`src/rtl/urm_pkg.sv`:
```
// ----------------------------------------------------------------------------
// urm_pkg
// shared types, register offsets, codes and the exit string of the uart
// register model
// ----------------------------------------------------------------------------
package urm_pkg;

	localparam int UNITS    = 4;
	localparam int EXIT_LEN = 8;
	localparam int UNIT_W   = (UNITS > 1) ? $clog2(UNITS) : 1;
	localparam int POS_W    = 4;

	// item kinds
	localparam logic [1:0] KIND_WRITE = 2'd0;
	localparam logic [1:0] KIND_READ  = 2'd1;
	localparam logic [1:0] KIND_TICK  = 2'd2;

	// register byte offsets
	localparam logic [4:0] ADDR_DATA = 5'd0;
	localparam logic [4:0] ADDR_IER  = 5'd4;
	localparam logic [4:0] ADDR_IIR  = 5'd8;
	localparam logic [4:0] ADDR_LCR  = 5'd12;
	localparam logic [4:0] ADDR_MCR  = 5'd16;
	localparam logic [4:0] ADDR_LSR  = 5'd20;
	localparam logic [4:0] ADDR_MSR  = 5'd24;
	localparam logic [4:0] ADDR_DIV  = 5'd28;

	// line status bits
	localparam logic [6:0] LSR_DR    = 7'h01;
	localparam logic [6:0] LSR_OE    = 7'h02;
	localparam logic [6:0] LSR_THRE  = 7'h60;
	localparam logic [6:0] LSR_TEMT  = 7'h20;
	localparam logic [6:0] LSR_RESET = 7'h60;

	// interrupt enable bits
	localparam logic [3:0] IER_RX  = 4'h1;
	localparam logic [3:0] IER_TX  = 4'h2;
	localparam logic [3:0] IER_ERR = 4'h4;

	// interrupt identity codes
	localparam logic [2:0] IIR_NONE = 3'd1;
	localparam logic [2:0] IIR_ERR  = 3'd6;
	localparam logic [2:0] IIR_RX   = 3'd4;
	localparam logic [2:0] IIR_TX   = 3'd2;

	// configuration registers
	localparam logic       CFG_TX_TICKS      = 1'b0;
	localparam logic       CFG_NEWLINE       = 1'b1;
	localparam logic [15:0] TX_TICKS_RESET   = 16'd1000;
	localparam logic [7:0]  NEWLINE_RESET    = 8'd10;

	typedef logic [7:0] char_arr_t [16];

	localparam char_arr_t EXIT_CHARS = '{
		8'h23, 8'h21, 8'h65, 8'h78, 8'h69, 8'h74, 8'h21, 8'h23,
		8'h21, 8'h65, 8'h78, 8'h69, 8'h74, 8'h21, 8'h23, 8'h21
	};

	typedef struct packed {
		logic [1:0]  kind;
		logic [1:0]  unit;
		logic [4:0]  address;
		logic [31:0] write_data;
		logic [63:0] time_req;
		logic        rx_valid;
		logic [7:0]  rx_byte;
	} item_t;

	typedef struct packed {
		logic [7:0] read_data;
		logic       irq;
		logic       tx_valid;
		logic [7:0] tx_byte;
		logic       terminate_seen;
	} result_t;

	typedef struct packed {
		logic [15:0] tx_char_ticks;
		logic [7:0]  newline_char;
	} cfg_t;

	typedef struct packed {
		logic       strobe;
		logic [7:0] rx_byte;
	} match_req_t;

	function automatic logic [7:0] exit_char_at(input logic [POS_W-1:0] pos,
		input logic [7:0] newline);
		logic [7:0] ch;
		if (({1'b0, pos} + 5'd1) >= 5'(EXIT_LEN)) begin
			ch = newline;
		end else begin
			ch = EXIT_CHARS[pos];
		end
		return ch;
	endfunction

endpackage

```
`src/rtl/urm_cfg.sv`:
```
// ----------------------------------------------------------------------------
// urm_cfg
// apb configuration registers: character time and exit string newline
// ----------------------------------------------------------------------------
module urm_cfg (
	input  logic                clk,
	input  logic                arst_n,
	input  logic                psel,
	input  logic                penable,
	input  logic                pwrite,
	input  logic [2:0]          paddr,
	input  logic [31:0]         pwdata,
	output logic [31:0]         prdata,
	output logic                pready,
	output urm_pkg::cfg_t       cfg
);

	logic [15:0] tx_char_ticks_q;
	logic [7:0]  newline_char_q;
	logic        wr_en;

	assign pready = 1'b1;
	assign wr_en  = psel && penable && pwrite;

	always_ff @(posedge clk or negedge arst_n) begin
		if (!arst_n) begin
			tx_char_ticks_q <= urm_pkg::TX_TICKS_RESET;
			newline_char_q  <= urm_pkg::NEWLINE_RESET;
		end else if (wr_en) begin
			case (paddr[2])
				urm_pkg::CFG_TX_TICKS: tx_char_ticks_q <= pwdata[15:0];
				urm_pkg::CFG_NEWLINE:  newline_char_q  <= pwdata[7:0];
				default: ;
			endcase
		end
	end

	always_comb begin
		case (paddr[2])
			urm_pkg::CFG_TX_TICKS: prdata = {16'd0, tx_char_ticks_q};
			urm_pkg::CFG_NEWLINE:  prdata = {24'd0, newline_char_q};
			default:               prdata = 32'd0;
		endcase
	end

	assign cfg.tx_char_ticks = tx_char_ticks_q;
	assign cfg.newline_char  = newline_char_q;

endmodule

```
`src/rtl/urm_match.sv`:
```
// ----------------------------------------------------------------------------
// urm_match
// shared exit string matcher fed by received bytes of all units
// ----------------------------------------------------------------------------
module urm_match (
	input  logic                clk,
	input  logic                arst_n,
	input  logic                advance,
	input  logic [7:0]          newline_char,
	input  urm_pkg::match_req_t req,
	output logic                terminate_seen
);

	logic [urm_pkg::POS_W-1:0] pos_q;
	logic [urm_pkg::POS_W-1:0] pos_nxt;
	logic [urm_pkg::POS_W:0]   pos_inc;

	assign pos_inc = {1'b0, pos_q} + 1'b1;

	always_comb begin
		pos_nxt        = pos_q;
		terminate_seen = 1'b0;
		if (req.strobe) begin
			if (req.rx_byte == urm_pkg::exit_char_at(pos_q, newline_char)) begin
				if (pos_inc >= (urm_pkg::POS_W+1)'(urm_pkg::EXIT_LEN)) begin
					terminate_seen = 1'b1;
					pos_nxt        = '0;
				end else begin
					pos_nxt = pos_inc[urm_pkg::POS_W-1:0];
				end
			end else if (req.rx_byte ==
				urm_pkg::exit_char_at('0, newline_char)) begin
				pos_nxt = urm_pkg::POS_W'(1);
			end else begin
				pos_nxt = '0;
			end
		end
	end

	always_ff @(posedge clk or negedge arst_n) begin
		if (!arst_n) begin
			pos_q <= '0;
		end else if (advance) begin
			pos_q <= pos_nxt;
		end
	end

endmodule

```
`src/rtl/urm_units.sv`:
```
// ----------------------------------------------------------------------------
// urm_units
// per-unit register file with write, read and tick handling
// ----------------------------------------------------------------------------
module urm_units (
	input  logic                clk,
	input  logic                arst_n,
	input  logic                advance,
	input  urm_pkg::item_t      item,
	input  logic [15:0]         tx_char_ticks,
	output logic [7:0]          read_data,
	output logic                irq,
	output logic                tx_valid,
	output logic [7:0]          tx_byte,
	output urm_pkg::match_req_t match_req
);

	logic [7:0]  rx_buffer_q      [urm_pkg::UNITS];
	logic [3:0]  int_enable_q     [urm_pkg::UNITS];
	logic [6:0]  line_control_q   [urm_pkg::UNITS];
	logic [1:0]  modem_control_q  [urm_pkg::UNITS];
	logic [15:0] baud_divisor_q   [urm_pkg::UNITS];
	logic [6:0]  line_status_q    [urm_pkg::UNITS];
	logic [2:0]  int_identity_q   [urm_pkg::UNITS];
	logic [63:0] tx_start_stamp_q [urm_pkg::UNITS];

	logic [urm_pkg::UNIT_W-1:0] idx;
	logic        in_range;
	logic [6:0]  lsr_cur;
	logic [3:0]  ier_cur;
	logic [63:0] stamp_cur;
	logic [63:0] stamp_start;
	logic [63:0] deadline;
	logic        tx_done;

	logic [7:0]  rxb_nxt;
	logic [3:0]  ier_nxt;
	logic [6:0]  lcr_nxt;
	logic [1:0]  mcr_nxt;
	logic [15:0] div_nxt;
	logic [6:0]  lsr_nxt;
	logic [2:0]  iir_nxt;
	logic [63:0] stamp_nxt;

	assign idx      = urm_pkg::UNIT_W'(item.unit);
	assign in_range = {30'd0, item.unit} < 32'(urm_pkg::UNITS);
	assign lsr_cur  = line_status_q[idx];
	assign ier_cur  = int_enable_q[idx];
	assign stamp_cur = tx_start_stamp_q[idx];

	assign stamp_start = (((lsr_cur & urm_pkg::LSR_THRE) == 7'd0) && (stamp_cur == 64'd0)) ?
		item.time_req : stamp_cur;
	assign deadline = stamp_start + {48'd0, tx_char_ticks};
	assign tx_done  = item.time_req >= deadline;

	always_comb begin
		rxb_nxt   = rx_buffer_q[idx];
		ier_nxt   = ier_cur;
		lcr_nxt   = line_control_q[idx];
		mcr_nxt   = modem_control_q[idx];
		div_nxt   = baud_divisor_q[idx];
		lsr_nxt   = lsr_cur;
		iir_nxt   = int_identity_q[idx];
		stamp_nxt = stamp_cur;
		read_data = 8'd0;
		irq       = 1'b0;
		tx_valid  = 1'b0;
		tx_byte   = 8'd0;
		match_req.strobe  = 1'b0;
		match_req.rx_byte = item.rx_byte;
		if (in_range) begin
			case (item.kind)
				urm_pkg::KIND_WRITE: begin
					case (item.address)
						urm_pkg::ADDR_DATA: begin
							tx_valid = 1'b1;
							tx_byte  = item.write_data[7:0];
							lsr_nxt  = lsr_cur & ~urm_pkg::LSR_THRE;
						end
						urm_pkg::ADDR_IER: ier_nxt = item.write_data[3:0];
						urm_pkg::ADDR_LCR: lcr_nxt = item.write_data[6:0];
						urm_pkg::ADDR_MCR: mcr_nxt = item.write_data[1:0];
						urm_pkg::ADDR_DIV: div_nxt = item.write_data[15:0];
						default: ;
					endcase
				end
				urm_pkg::KIND_READ: begin
					case (item.address)
						urm_pkg::ADDR_DATA: begin
							read_data = rx_buffer_q[idx];
							lsr_nxt   = lsr_cur & ~urm_pkg::LSR_DR;
						end
						urm_pkg::ADDR_IIR: read_data = {5'd0, int_identity_q[idx]};
						urm_pkg::ADDR_LSR: read_data = {1'b0, lsr_cur};
						urm_pkg::ADDR_MSR: read_data = 8'd0;
						default: ;
					endcase
				end
				urm_pkg::KIND_TICK: begin
					stamp_nxt = tx_done ? 64'd0 : stamp_start;
					lsr_nxt   = lsr_cur | (tx_done ? urm_pkg::LSR_THRE : 7'd0);
					if (item.rx_valid) begin
						rxb_nxt          = item.rx_byte;
						lsr_nxt          = lsr_nxt | urm_pkg::LSR_DR;
						match_req.strobe = 1'b1;
					end
					iir_nxt = urm_pkg::IIR_NONE;
					if (((lsr_nxt & urm_pkg::LSR_OE) != 7'd0) &&
						((ier_cur & urm_pkg::IER_ERR) != 4'd0)) begin
						irq     = 1'b1;
						iir_nxt = urm_pkg::IIR_ERR;
					end else if (((lsr_nxt & urm_pkg::LSR_DR) != 7'd0) &&
						((ier_cur & urm_pkg::IER_RX) != 4'd0)) begin
						irq     = 1'b1;
						iir_nxt = urm_pkg::IIR_RX;
					end else if (((lsr_nxt & urm_pkg::LSR_TEMT) != 7'd0) &&
						((ier_cur & urm_pkg::IER_TX) != 4'd0)) begin
						irq     = 1'b1;
						iir_nxt = urm_pkg::IIR_TX;
					end
				end
				default: ;
			endcase
		end
	end

	always_ff @(posedge clk or negedge arst_n) begin
		if (!arst_n) begin
			for (int i = 0; i < urm_pkg::UNITS; i++) begin
				rx_buffer_q[i]      <= 8'd0;
				int_enable_q[i]     <= 4'd0;
				line_control_q[i]   <= 7'd0;
				modem_control_q[i]  <= 2'd0;
				baud_divisor_q[i]   <= 16'd0;
				line_status_q[i]    <= urm_pkg::LSR_RESET;
				int_identity_q[i]   <= 3'd0;
				tx_start_stamp_q[i] <= 64'd0;
			end
		end else if (advance && in_range) begin
			rx_buffer_q[idx]      <= rxb_nxt;
			int_enable_q[idx]     <= ier_nxt;
			line_control_q[idx]   <= lcr_nxt;
			modem_control_q[idx]  <= mcr_nxt;
			baud_divisor_q[idx]   <= div_nxt;
			line_status_q[idx]    <= lsr_nxt;
			int_identity_q[idx]   <= iir_nxt;
			tx_start_stamp_q[idx] <= stamp_nxt;
		end
	end

endmodule

```
`src/rtl/uart_register_model_core.sv`:
```
// ----------------------------------------------------------------------------
// uart_register_model_core
// 16550-style register model for several uart units with a shared exit
// string matcher
// ----------------------------------------------------------------------------
// Each word (register write, register read or time tick) is captured in an
// input register and fully processed against the per-unit registers, giving
// one result word per input word. A new word is taken every cycle unless
// in_stall holds it; the longest path is the 64-bit start stamp add and
// compare of a tick. The result register lets the next word be taken while
// a result waits under stall. The user must write configuration (character
// time, exit newline) over apb only while the block is idle, unenforced.
module uart_register_model_core (
	input  logic        clk,
	input  logic        arst_n,
	input  logic        psel,
	input  logic        penable,
	input  logic        pwrite,
	input  logic [2:0]  paddr,
	input  logic [31:0] pwdata,
	output logic [31:0] prdata,
	output logic        pready,
	input  logic        in_valid,
	output logic        in_stall,
	input  logic [1:0]  kind,
	input  logic [1:0]  unit,
	input  logic [4:0]  address,
	input  logic [31:0] write_data,
	input  logic [63:0] time_req,
	input  logic        rx_valid,
	input  logic [7:0]  rx_byte,
	output logic        out_valid,
	input  logic        out_stall,
	output logic [7:0]  read_data,
	output logic        irq,
	output logic        tx_valid,
	output logic [7:0]  tx_byte,
	output logic        terminate_seen
);

	urm_pkg::cfg_t       cfg;
	urm_pkg::item_t      item_s1;
	urm_pkg::result_t    result_q;
	urm_pkg::result_t    result_nxt;
	urm_pkg::match_req_t match_req;
	logic                valid_s1;
	logic                out_valid_q;
	logic                advance;
	logic                accept;

	assign advance  = valid_s1 && (!out_valid_q || !out_stall);
	assign in_stall = valid_s1 && !advance;
	assign accept   = in_valid && !in_stall;

	urm_cfg u_cfg (
		.clk     (clk),
		.arst_n  (arst_n),
		.psel    (psel),
		.penable (penable),
		.pwrite  (pwrite),
		.paddr   (paddr),
		.pwdata  (pwdata),
		.prdata  (prdata),
		.pready  (pready),
		.cfg     (cfg)
	);

	urm_units u_units (
		.clk           (clk),
		.arst_n        (arst_n),
		.advance       (advance),
		.item          (item_s1),
		.tx_char_ticks (cfg.tx_char_ticks),
		.read_data     (result_nxt.read_data),
		.irq           (result_nxt.irq),
		.tx_valid      (result_nxt.tx_valid),
		.tx_byte       (result_nxt.tx_byte),
		.match_req     (match_req)
	);

	urm_match u_match (
		.clk            (clk),
		.arst_n         (arst_n),
		.advance        (advance),
		.newline_char   (cfg.newline_char),
		.req            (match_req),
		.terminate_seen (result_nxt.terminate_seen)
	);

	always_ff @(posedge clk or negedge arst_n) begin
		if (!arst_n) begin
			valid_s1 <= 1'b0;
		end else if (accept) begin
			valid_s1 <= 1'b1;
		end else if (advance) begin
			valid_s1 <= 1'b0;
		end
	end

	always_ff @(posedge clk) begin
		if (accept) begin
			item_s1.kind       <= kind;
			item_s1.unit       <= unit;
			item_s1.address    <= address;
			item_s1.write_data <= write_data;
			item_s1.time_req   <= time_req;
			item_s1.rx_valid   <= rx_valid;
			item_s1.rx_byte    <= rx_byte;
		end
	end

	always_ff @(posedge clk or negedge arst_n) begin
		if (!arst_n) begin
			out_valid_q <= 1'b0;
		end else if (advance) begin
			out_valid_q <= 1'b1;
		end else if (!out_stall) begin
			out_valid_q <= 1'b0;
		end
	end

	always_ff @(posedge clk) begin
		if (advance) begin
			result_q <= result_nxt;
		end
	end

	assign out_valid      = out_valid_q;
	assign read_data      = result_q.read_data;
	assign irq            = result_q.irq;
	assign tx_valid       = result_q.tx_valid;
	assign tx_byte        = result_q.tx_byte;
	assign terminate_seen = result_q.terminate_seen;

endmodule
```
`config.mk`:
```
export PLATFORM = sky130hd
export DESIGN_NAME = uart_register_model_core
export DESIGN_NICKNAME = d
export VERILOG_FILES = /design/src/rtl/urm_pkg.sv /design/src/rtl/urm_cfg.sv /design/src/rtl/urm_match.sv /design/src/rtl/urm_units.sv /design/src/rtl/uart_register_model_core.sv
export SDC_FILE = /design/constraint.sdc
export NUM_CORES = 1
export LEC_CHECK = 0
export BUFFER_PORTS_ARGS = -buffer_cell sky130_fd_sc_hd__buf_2
export CAP_MARGIN = 20
export CELL_PAD_IN_SITES_DETAIL_PLACEMENT = 2
export CELL_PAD_IN_SITES_GLOBAL_PLACEMENT = 2
export CORE_MARGIN = 3
export CORE_UTILIZATION = 38
export CTS_BUF_LIST = sky130_fd_sc_hd__clkbuf_8
export DETAILED_ROUTE_END_ITERATION = 7
export PLACE_DENSITY_LB_ADDON = 0.1
export REMOVE_ABC_BUFFERS = 1
export SYNTH_ARGS = -nofsm -noshare
export SYNTH_HDL_FRONTEND = slang
export SYNTH_SLANG_ARGS = --single-unit
```
`constraint.sdc`:
```
create_clock -name clk -period 8 [get_ports clk]
set_clock_uncertainty 0.1 [all_clocks]
set_input_delay 1.6 -clock clk [delete_from_list [all_inputs] [get_ports clk]]
set_output_delay 1.6 -clock clk [all_outputs]
set_load 0.05 [all_outputs]
```
==> metrics.txt, run 1 <==
final wirelength=95.7 mm; Core Region=63500 µm²; Skew-Pair Late Insertion Delay=750 ps; DR iter-0 viols=1242; Die Y=260 µm; setup TNS=-168350 ps; placed cell areas=28000 µm²; worst setup path end=u_units.tx_start_stamp_q[107]; hold crit path type=reg -> reg; final hold vios=0; YS warnings=0; Netlist Area Pre-Place=24600 µm²; CP Class=reg -> reg; Worst Tran Pin Value=1120 ps; # hold bufs at CTS=0; hold depth=0; Total GRT Usage=26.7%; initial antenna violation count=2; RSZ-0062 raised after global routing=yes; Sw Share=36.8%; DIE AREA=67800 µm²; root buf cell=clkbuf_8; r2r setup slk=-770 ps; Worst EP arrival=9210 ps; clock network power share=25.9%; DIE WIDTH=260 µm; sequential share of the synthesized area=51.1%; Worst IR Drop VDD=0.189 mV; Setup-failing EPs final=273; Gate Count Post-Synth=2175; routed via count=20400; Fmax=0.114 GHz; number of core rows=92; worst stage delay on the critical path=560 ps; status=finished, violations left; Port-buffer cells=150; final slew viol count=0; global route overflow=0; Main synth FF type=dfrtp_1; Critical Path Start Type=register; post-route worst setup slack=-769 ps; TritonCTS clock tree=done; wire per inst=26.9 µm; # DRC=0; Post-DRT Antenna Nets=0; post-placement cell count=3310; leading cell type in the layout, fill and taps excluded=dfrtp_1; HPWL Detailed=58.8 mm; first-pass GRT wire length=140 mm; Ports=210; MaxCap Viol Count=0; Req. time, crit path=8450 ps; crit-path most repeated cell=buf_12; total CTS buffers=89; r2r endpoint=u_units.tx_start_stamp_q[107]; average cell area after synthesis=11.3 µm²; post-synthesis cell type count=75; Clk pin slew, worst setup/hold paths=60 ps; ys async rst share=77.2%; crit path max fanout=9; pwr dens=298 nW/µm²; Worst Setup SP=item_s1[110]; DR pass1 iterations=5; # H-tree levels=3; Seq pwr share=35.7%; worst-case reg-to-reg path depth=41; Min Clock Period, post-route=8770 ps; #FFs+latches synth=479; Longest Clk Path Bufs=3; area grow syn2layout=33.3%; final non-filler cell total=3558; number of vias per cell=5.75; Final Cycle Share=110%; dpl ws=-1480 ps; hold_ws=271 ps; failing checks=setup timing; CTS sink count=479; worst flop-to-flop path startpoint=item_s1[110]; pin count of the biggest net entering global routing=153; layout cell share with drive strength beyond 1=41.6%; Sw Pwr=0.00359 W; worst-path cell with the longest stage delay=mux4_2; slew margin rel.=25.2%; Final Instance Area=32800 µm²; Critical Path End Type=register; commonest cells after routing, fill and taps aside=dfrtp_1, buf_4, nor2_1; cell-internal power=0.00616 W; vias in the first global route=23100; leakage=14.1 nW; Initial Util=38.7%; Nets=2882; GP Congestion=0.836; Gate power share=38.4%; Post-synth EDFFs=109
## through the flow
stage	util [%]	total power [W]
2_1_floorplan	-	0.00518
3_3_place_gp	44.1	0.00631
3_5_place_dp	44.1	0.00655
4_1_cts	49.5	0.00943
5_1_grt	51.6	0.0103
6_report	51.6	0.00975
## Yosys cell counts (28+ instances only)
cell / instances / area (µm²)
mux2_2: 114 / 1280
edfxtp_1: 109 / 3270
xnor2_1: 37 / 324
nand4_1: 28 / 175
dfrtp_1: 354 / 8860
a22oi_1: 32 / 240
clkbuf_1: 108 / 405
o21ai_0: 129 / 646
mux4_2: 86 / 1940
a21oi_1: 257 / 1290
a21o_1: 55 / 413
nand2_1: 187 / 702
nor2_1: 203 / 762
xor2_1: 31 / 272
ha_1: 89 / 1110
## power groups by stage
stage,clock network (W),logic [W],registers [W]
after floorplan,0,0.00180,0.00339
after global placement,0,0.00288,0.00343
after detailed placement,0,0.00306,0.00348
after CTS,0.00257,0.00341,0.00345
after global routing,0.00271,0.00406,0.00355
final,0.00252,0.00374,0.00348
## logic make-up after synthesis
| kind of cell | after synthesis | share of synthesized area (%) |
|---|---|---|
| flops | 479 | 51.1 |
| buf+inv | 168 | 3.17 |
| mux | 215 | 13.7 |
| xor+xnor | 68 | 2.42 |
| compound gates | 570 | 13.9 |
| fa+ha+maj | 90 | 4.61 |
| simple gates | 583 | 11.2 |
| other cells | 2 | 0.0305 |
## registers in the layout (all words and copies together) (netlist names), 4 cells and up
| name | cells |
|---|---|
| u_units.line_status_q | 28 |
| u_units.rx_buffer_q | 32 |
| tx_byte | 8 |
| u_cfg.newline_char_q | 8 |
| u_units.tx_start_stamp_q | 256 |
| u_cfg.tx_char_ticks_q | 16 |
| u_units.int_identity_q | 12 |
| u_units.int_enable_q | 12 |
| read_data | 8 |
| u_match.pos_q | 4 |
| item_s1 | 90 |
## routing by layer
metal | global-route usage (%) | routed length (µm) | share of wire (%)
met5 | 0 | 0 | 0
met4 | 7.54 | 2900 | 3.0
met3 | 3.77 | 3520 | 3.7
met1 | 34.9 | 40300 | 42
met2 | 46.5 | 48900 | 51
## worst min path at each step
stage	start	endpoint
after floorplan	u_units.line_status_q[10]	u_units.line_status_q[10]
after global placement	u_units.line_status_q[15]	u_units.line_status_q[15]
after detailed placement	u_units.line_status_q[25]	u_units.line_status_q[25]
after CTS	u_units.line_status_q[25]	u_units.line_status_q[25]
after global routing	u_units.line_status_q[25]	u_units.line_status_q[25]
final	u_units.line_status_q[25]	u_units.line_status_q[25]
## what timing repair did
item	CTS	global route
cloned	4	5
pin swaps	78	93
setup endpoints to repair	273	273
setup buffers	58	24
resized for setup	229	229
## final cells by class
cell class                      instances  area [µm²]
Antenna cell                            1        2.50
Clock buffer                          114        1570
Clock inverter                         52         327
Fill cell                            6272       30800
Inverter                               17        63.8
Multi-Input combinational cell       1543       13200
Sequential cell                       479       12600
Tap cell                              846        1060
Timing Repair Buffer                  506        3990
## worst max-delay path, delay by kind of cell, from the launching register on
family / cells / cell delay (ps)
muxes: 1 / 560
DFF: 1 / 380
AOI/OAI and AO/OA: 9 / 1560
adders and majority gates: 2 / 450
buffers and inverters: 12 / 1870
and+or+nand+nor: 16 / 3490
xor gates and xnor gates: 1 / 130
No activity file was read; power rests on OpenSTA's default activity.
==> run 2, diff against run 1 <==
--- a/config.mk
+++ b/config.mk
@@ -7,9 +7,8 @@
 export LEC_CHECK = 0
 export BUFFER_PORTS_ARGS = -buffer_cell sky130_fd_sc_hd__buf_2
 export CAP_MARGIN = 20
-export CELL_PAD_IN_SITES_DETAIL_PLACEMENT = 2
+export CELL_PAD_IN_SITES_DETAIL_PLACEMENT = 1
 export CELL_PAD_IN_SITES_GLOBAL_PLACEMENT = 2
-export CORE_MARGIN = 3
 export CORE_UTILIZATION = 38
 export CTS_BUF_LIST = sky130_fd_sc_hd__clkbuf_8
 export DETAILED_ROUTE_END_ITERATION = 7
==> constraint.sdc (replaced) <==
create_clock -name clk -period 8 [get_ports clk]
set_clock_uncertainty 0.1 [all_clocks]
set_input_delay 1.2 -clock clk [delete_from_list [all_inputs] [get_ports clk]]
set_output_delay 1.2 -clock clk [all_outputs]
set_load 0.05 [all_outputs]
==> metrics.txt, run 2 (same netlist as run 1, synthesis figures left out) <==
GP Congestion=0.886; post-route worst setup slack=-423 ps; first-pass GRT wire length=129 mm; final hold vios=0; DR iter-0 viols=992; Min Clock Period, post-route=8420 ps; number of core rows=92; MaxCap Viol Count=0; RSZ-0062 raised after global routing=yes; crit path max fanout=8; Top Family by Delay on Critical Path=simple AND/OR/NAND/NOR gates; CP Class=reg -> reg; status=finished, violations left; HPWL Detailed=56.7 mm; final slew viol count=0; # H-tree levels=3; largest register by flop count=u_units.tx_start_stamp_q; # hold bufs at CTS=0; hold depth=0; Hold EP=u_units.line_status_q[24]; Post-DRT Antenna Nets=0; r2r endpoint=u_units.tx_start_stamp_q[174]; wire per inst=23.3 µm; power after layout=0.00941 W; leading cell type in the layout, fill and taps excluded=dfrtp_1; slew margin rel.=21.8%; r2r setup slk=-420 ps; failing checks=setup timing; leakage=14.1 nW; hold crit path type=reg -> reg; pin count of the biggest net entering global routing=83; global route overflow=0; Die Y=256 µm; # DRC=0; vias in the first global route=21500; routed via count=19700; worst flop-to-flop path startpoint=item_s1[110]; final wirelength=83.2 mm; Final Cycle Share=105%; Total GRT Usage=25.4%; worst-path cell with the longest stage delay=mux4_2; biggest regs=u_units.tx_start_stamp_q x256, item_s1 x90, u_units.rx_buffer_q x32; TritonCTS clock tree=done; Skew-Pair Late Insertion Delay=710 ps; worst-case reg-to-reg path depth=39; DR pass1 iterations=5; Worst IR Drop VDD=0.176 mV; commonest cells after routing, fill and taps aside=dfrtp_1, buf_4, nor2_1; Ports=210; DIE WIDTH=256 µm; number of vias per cell=5.53; worst path buffer plus inverter count=9; initial antenna violation count=1; CTS sink count=479; Worst Tran Pin Value=1170 ps; Req. time, crit path=8420 ps; max FFs per register=256; Port-buffer cells=150; Critical Path Start Type=register; hold_ws=272 ps; Core Region=63500 µm²; dpl ws=-1350 ps; layout cell share with drive strength beyond 1=39.9%; final non-filler cell total=3565; Longest Clk Path Bufs=3; Clk pin slew, worst setup/hold paths=60 ps; setup TNS=-86730 ps; DIE AREA=65700 µm²; Critical Path End Type=register; Fmax=0.119 GHz; Initial Util=38.7%; Worst EP arrival=8840 ps; worst stage delay on the critical path=580 ps; crit-path most repeated cell=nor3_4; total CTS buffers=87; pwr dens=288 nW/µm²; Layout fillers=6671; area grow syn2layout=32.7%; Setup-failing EPs final=273; critical hold path startpoint=u_units.line_status_q[24]; Nets=2891; post-placement cell count=3333; root buf cell=clkbuf_8
==> run 2: cell count changes in the layout (fill, tap and decap cells not counted), sizes merged <==
cell | before | now
buf | 502 | 515
inv | 49 | 55
clkbuf | 118 | 108
clkinv | 16 | 15
clkinvlp | 2 | 1
==> run 2: power breakdown <==
part	internal (W)	total [W]	switching (W)
clock network	0.00128	0.00239	0.00111
logic	0.00170	0.00358	0.00188
registers	0.00309	0.00345	0.000352
total	0.00607	0.00941	0.00334
==> run 2: worst max path at each step <==
stage                            start                       endpoint  slack, ps  cells after the start
after detailed placement  item_s1[110]    u_units.tx_start_stamp_q[2]      -1350                     35
after global routing      item_s1[110]  u_units.tx_start_stamp_q[153]       -780                     40
final                     item_s1[110]  u_units.tx_start_stamp_q[174]       -420                     39
after floorplan           item_s1[110]  u_units.tx_start_stamp_q[208]      -5460                     31
after CTS                 item_s1[110]   u_units.tx_start_stamp_q[13]       -380                     38
after global placement    item_s1[110]  u_units.tx_start_stamp_q[141]      -1100                     36
==> run 2: routing by layer <==
metal	GRT usage (%)	wire length (µm)
met5	0	0
met4	7.52	2150
met3	3.50	3020
met2	42.1	40200
met1	34.6	37800
==> run 2: layout make-up <==
class | count | area [µm²] | area share (%)
clock inverter | 56 | 347 | 1.06
sequential | 479 | 12600 | 38.5
antenna | 1 | 2.50 | 0.00767
timing repair buffer | 517 | 4190 | 12.8
multi-input combinational | 1543 | 13000 | 39.7
clock buffer | 106 | 1460 | 4.47
tap | 846 | 1060 | 3.24
inverter | 17 | 63.8 | 0.196
==> run 2: what timing repair did <==
item	4_1_cts	5_1_grt
endpoints found under the setup margin	273	273
setup buffers	36	26
gates cloned	8	2
pin swaps	94	59
resized for setup	275	150
==> run 2: worst register-to-register path, delay by kind of cell (launching register included) <==
| family | cells | cell delay [ps] |
|---|---|---|
| multiplexers | 1 | 580 |
| AO/OA/AOI/OAI | 10 | 1390 |
| buffers and inverters | 9 | 1440 |
| flip-flops | 1 | 410 |
| adder cells (fa/ha/maj) | 3 | 740 |
| AND/OR/NAND/NOR | 15 | 3500 |
| XOR/XNOR | 1 | 90 |
==> run 2: stage by stage <==
stage,utilization (%),cell area [µm²]
after global routing,51.4,32600
after floorplan,-,23900
after global placement,44.5,28300
final,51.4,32600
after CTS,50.0,31800
after detailed placement,44.5,28300
==> run 3, diff against run 2 <==
--- a/config.mk
+++ b/config.mk
@@ -12,7 +12,7 @@
 export CORE_UTILIZATION = 38
 export CTS_BUF_LIST = sky130_fd_sc_hd__clkbuf_8
 export DETAILED_ROUTE_END_ITERATION = 7
-export PLACE_DENSITY_LB_ADDON = 0.1
+export PLACE_DENSITY = 0.9
 export REMOVE_ABC_BUFFERS = 1
 export SYNTH_ARGS = -nofsm -noshare
 export SYNTH_HDL_FRONTEND = slang
==> metrics.txt, run 3 (same netlist as run 1, synthesis figures left out) <==
status=finished, violations left; failing checks=setup timing; number of vias per cell=5.82; worst flop-to-flop path startpoint=item_s1[110]; DIE WIDTH=256 µm; biggest regs=u_units.tx_start_stamp_q x256, item_s1 x90, u_units.rx_buffer_q x32; Core Region=63500 µm²; Ports=210; layout cell share with drive strength beyond 1=39.6%; MaxCap Viol Count=0; post-route worst setup slack=-625 ps; Worst Setup SP=item_s1[110]; first-pass GRT wire length=130 mm; TritonCTS clock tree=done; Skew-Pair Late Insertion Delay=760 ps; wire per inst=24.9 µm; Initial Util=38.7%; routed via count=20700; CP Class=reg -> reg; area grow syn2layout=30.3%; pwr dens=301 nW/µm²; total CTS buffers=86; DR iter-0 viols=1442; GP Congestion=0.923; hold depth=0; # DRC=0; DR pass1 iterations=5; Clk pin slew, worst setup/hold paths=60 ps; Worst IR Drop VDD=0.145 mV; commonest cells after routing, fill and taps aside=dfrtp_1, buf_4, a21oi_1; Total GRT Usage=25.4%; worst-case reg-to-reg path depth=38; worst-path cell with the longest stage delay=mux4_2; largest register by flop count=u_units.tx_start_stamp_q; Longest Clk Path Bufs=3; Min Clock Period, post-route=8620 ps; global route overflow=0; final wirelength=88.3 mm; dpl ws=-1200 ps; Setup-failing EPs final=273; Worst Tran Pin Value=1130 ps; RSZ-0062 raised after global routing=yes; Critical Path End Type=register; hold crit path type=reg -> reg; HPWL Detailed=54.7 mm; Nets=2872; crit path max fanout=6; placed cell areas=28000 µm²; Layout fillers=6735; final slew viol count=0; number of core rows=92; Critical Path Start Type=register; pin count of the biggest net entering global routing=146; Worst EP arrival=9050 ps; final hold vios=0; Final Cycle Share=108%; max FFs per register=256; final non-filler cell total=3547; root buf cell=clkbuf_8; r2r setup slk=-620 ps; worst stage delay on the critical path=500 ps; Final Util=50.4%; leading cell type in the layout, fill and taps excluded=dfrtp_1; CTS sink count=479; post-placement cell count=3309; vias in the first global route=22200; hold_ws=276 ps; # hold bufs at CTS=0; slew margin rel.=25.0%; DIE AREA=65700 µm²; Fmax=0.116 GHz; Port-buffer cells=150; register area=12600 µm²; footprint of the multi-input gates=12700 µm²; worst setup path end=u_units.tx_start_stamp_q[153]; Die Y=256 µm; Final Instance Area=32000 µm²; r2r endpoint=u_units.tx_start_stamp_q[153]; crit-path most repeated cell=buf_12; Post-DRT Antenna Nets=0; initial antenna violation count=3; Req. time, crit path=8430 ps; leakage=13.9 nW; # H-tree levels=3
-- run 3: critical path, delay by kind of cell, from the launching register on --
family                   cells  cell delay, ps
multiplexers                 1             500
flip-flops                   1             460
AND/OR/NAND/NOR             15            3600
XOR/XNOR                     1             100
buffers and inverters        8            1180
AO/OA/AOI/OAI               10            1760
adder cells (fa/ha/maj)      3             740
-- run 3: power by group --
group	switching (W)	total (W)	internal, W
clock	0.00117	0.00255	0.00138
combinational	0.00196	0.00359	0.00163
sequential	0.000398	0.00349	0.00309
total	0.00353	0.00963	0.00610
-- run 3: per-layer routing --
| metal | share of wire, % | GRT usage, % | up-vias |
|---|---|---|---|
| li1 | - | - | 8911 |
| met1 | 40 | 31.6 | 10800 |
| met2 | 50 | 43.3 | 712 |
| met3 | 5.5 | 4.28 | 260 |
| met4 | 4.7 | 11.6 | 2 |
| met5 | 0.016 | 0 | - |
-- run 3: final cells by class --
type                       instances  area share [%]
inverter                          17           0.199
sequential                       479            39.2
timing repair buffer             499            11.8
clock inverter                    55            1.36
multi-input combinational       1543            39.6
antenna                            2          0.0156
tap                              846            3.30
clock buffer                     106            4.56
-- run 3: worst min-delay path by stage --
stage | from | slack (ps) | end
after detailed placement | u_units.line_status_q[3] | 260 | u_units.line_status_q[3]
after CTS | u_units.line_status_q[3] | 280 | u_units.line_status_q[3]
after global routing | u_units.line_status_q[15] | 280 | u_units.line_status_q[15]
final | u_units.line_status_q[23] | 280 | u_units.line_status_q[23]
after global placement | u_units.line_status_q[10] | 260 | u_units.line_status_q[10]
after floorplan | u_units.line_status_q[10] | 250 | u_units.line_status_q[10]
-- run 3: what timing repair did --
item	in CTS	in global routing
resized for setup	206	121
setup buffers	46	31
pin swaps	105	53
cloned	4	2
endpoints found under the setup margin	273	273
-- run 3: through the flow --
step / setup TNS (ps) / total power [W]
floorplan: -1391280 / 0.00518
global placement: -217320 / 0.00622
detailed placement: -283480 / 0.00646
CTS: -73470 / 0.00929
global route: -154670 / 0.0101
finish: -118950 / 0.00963
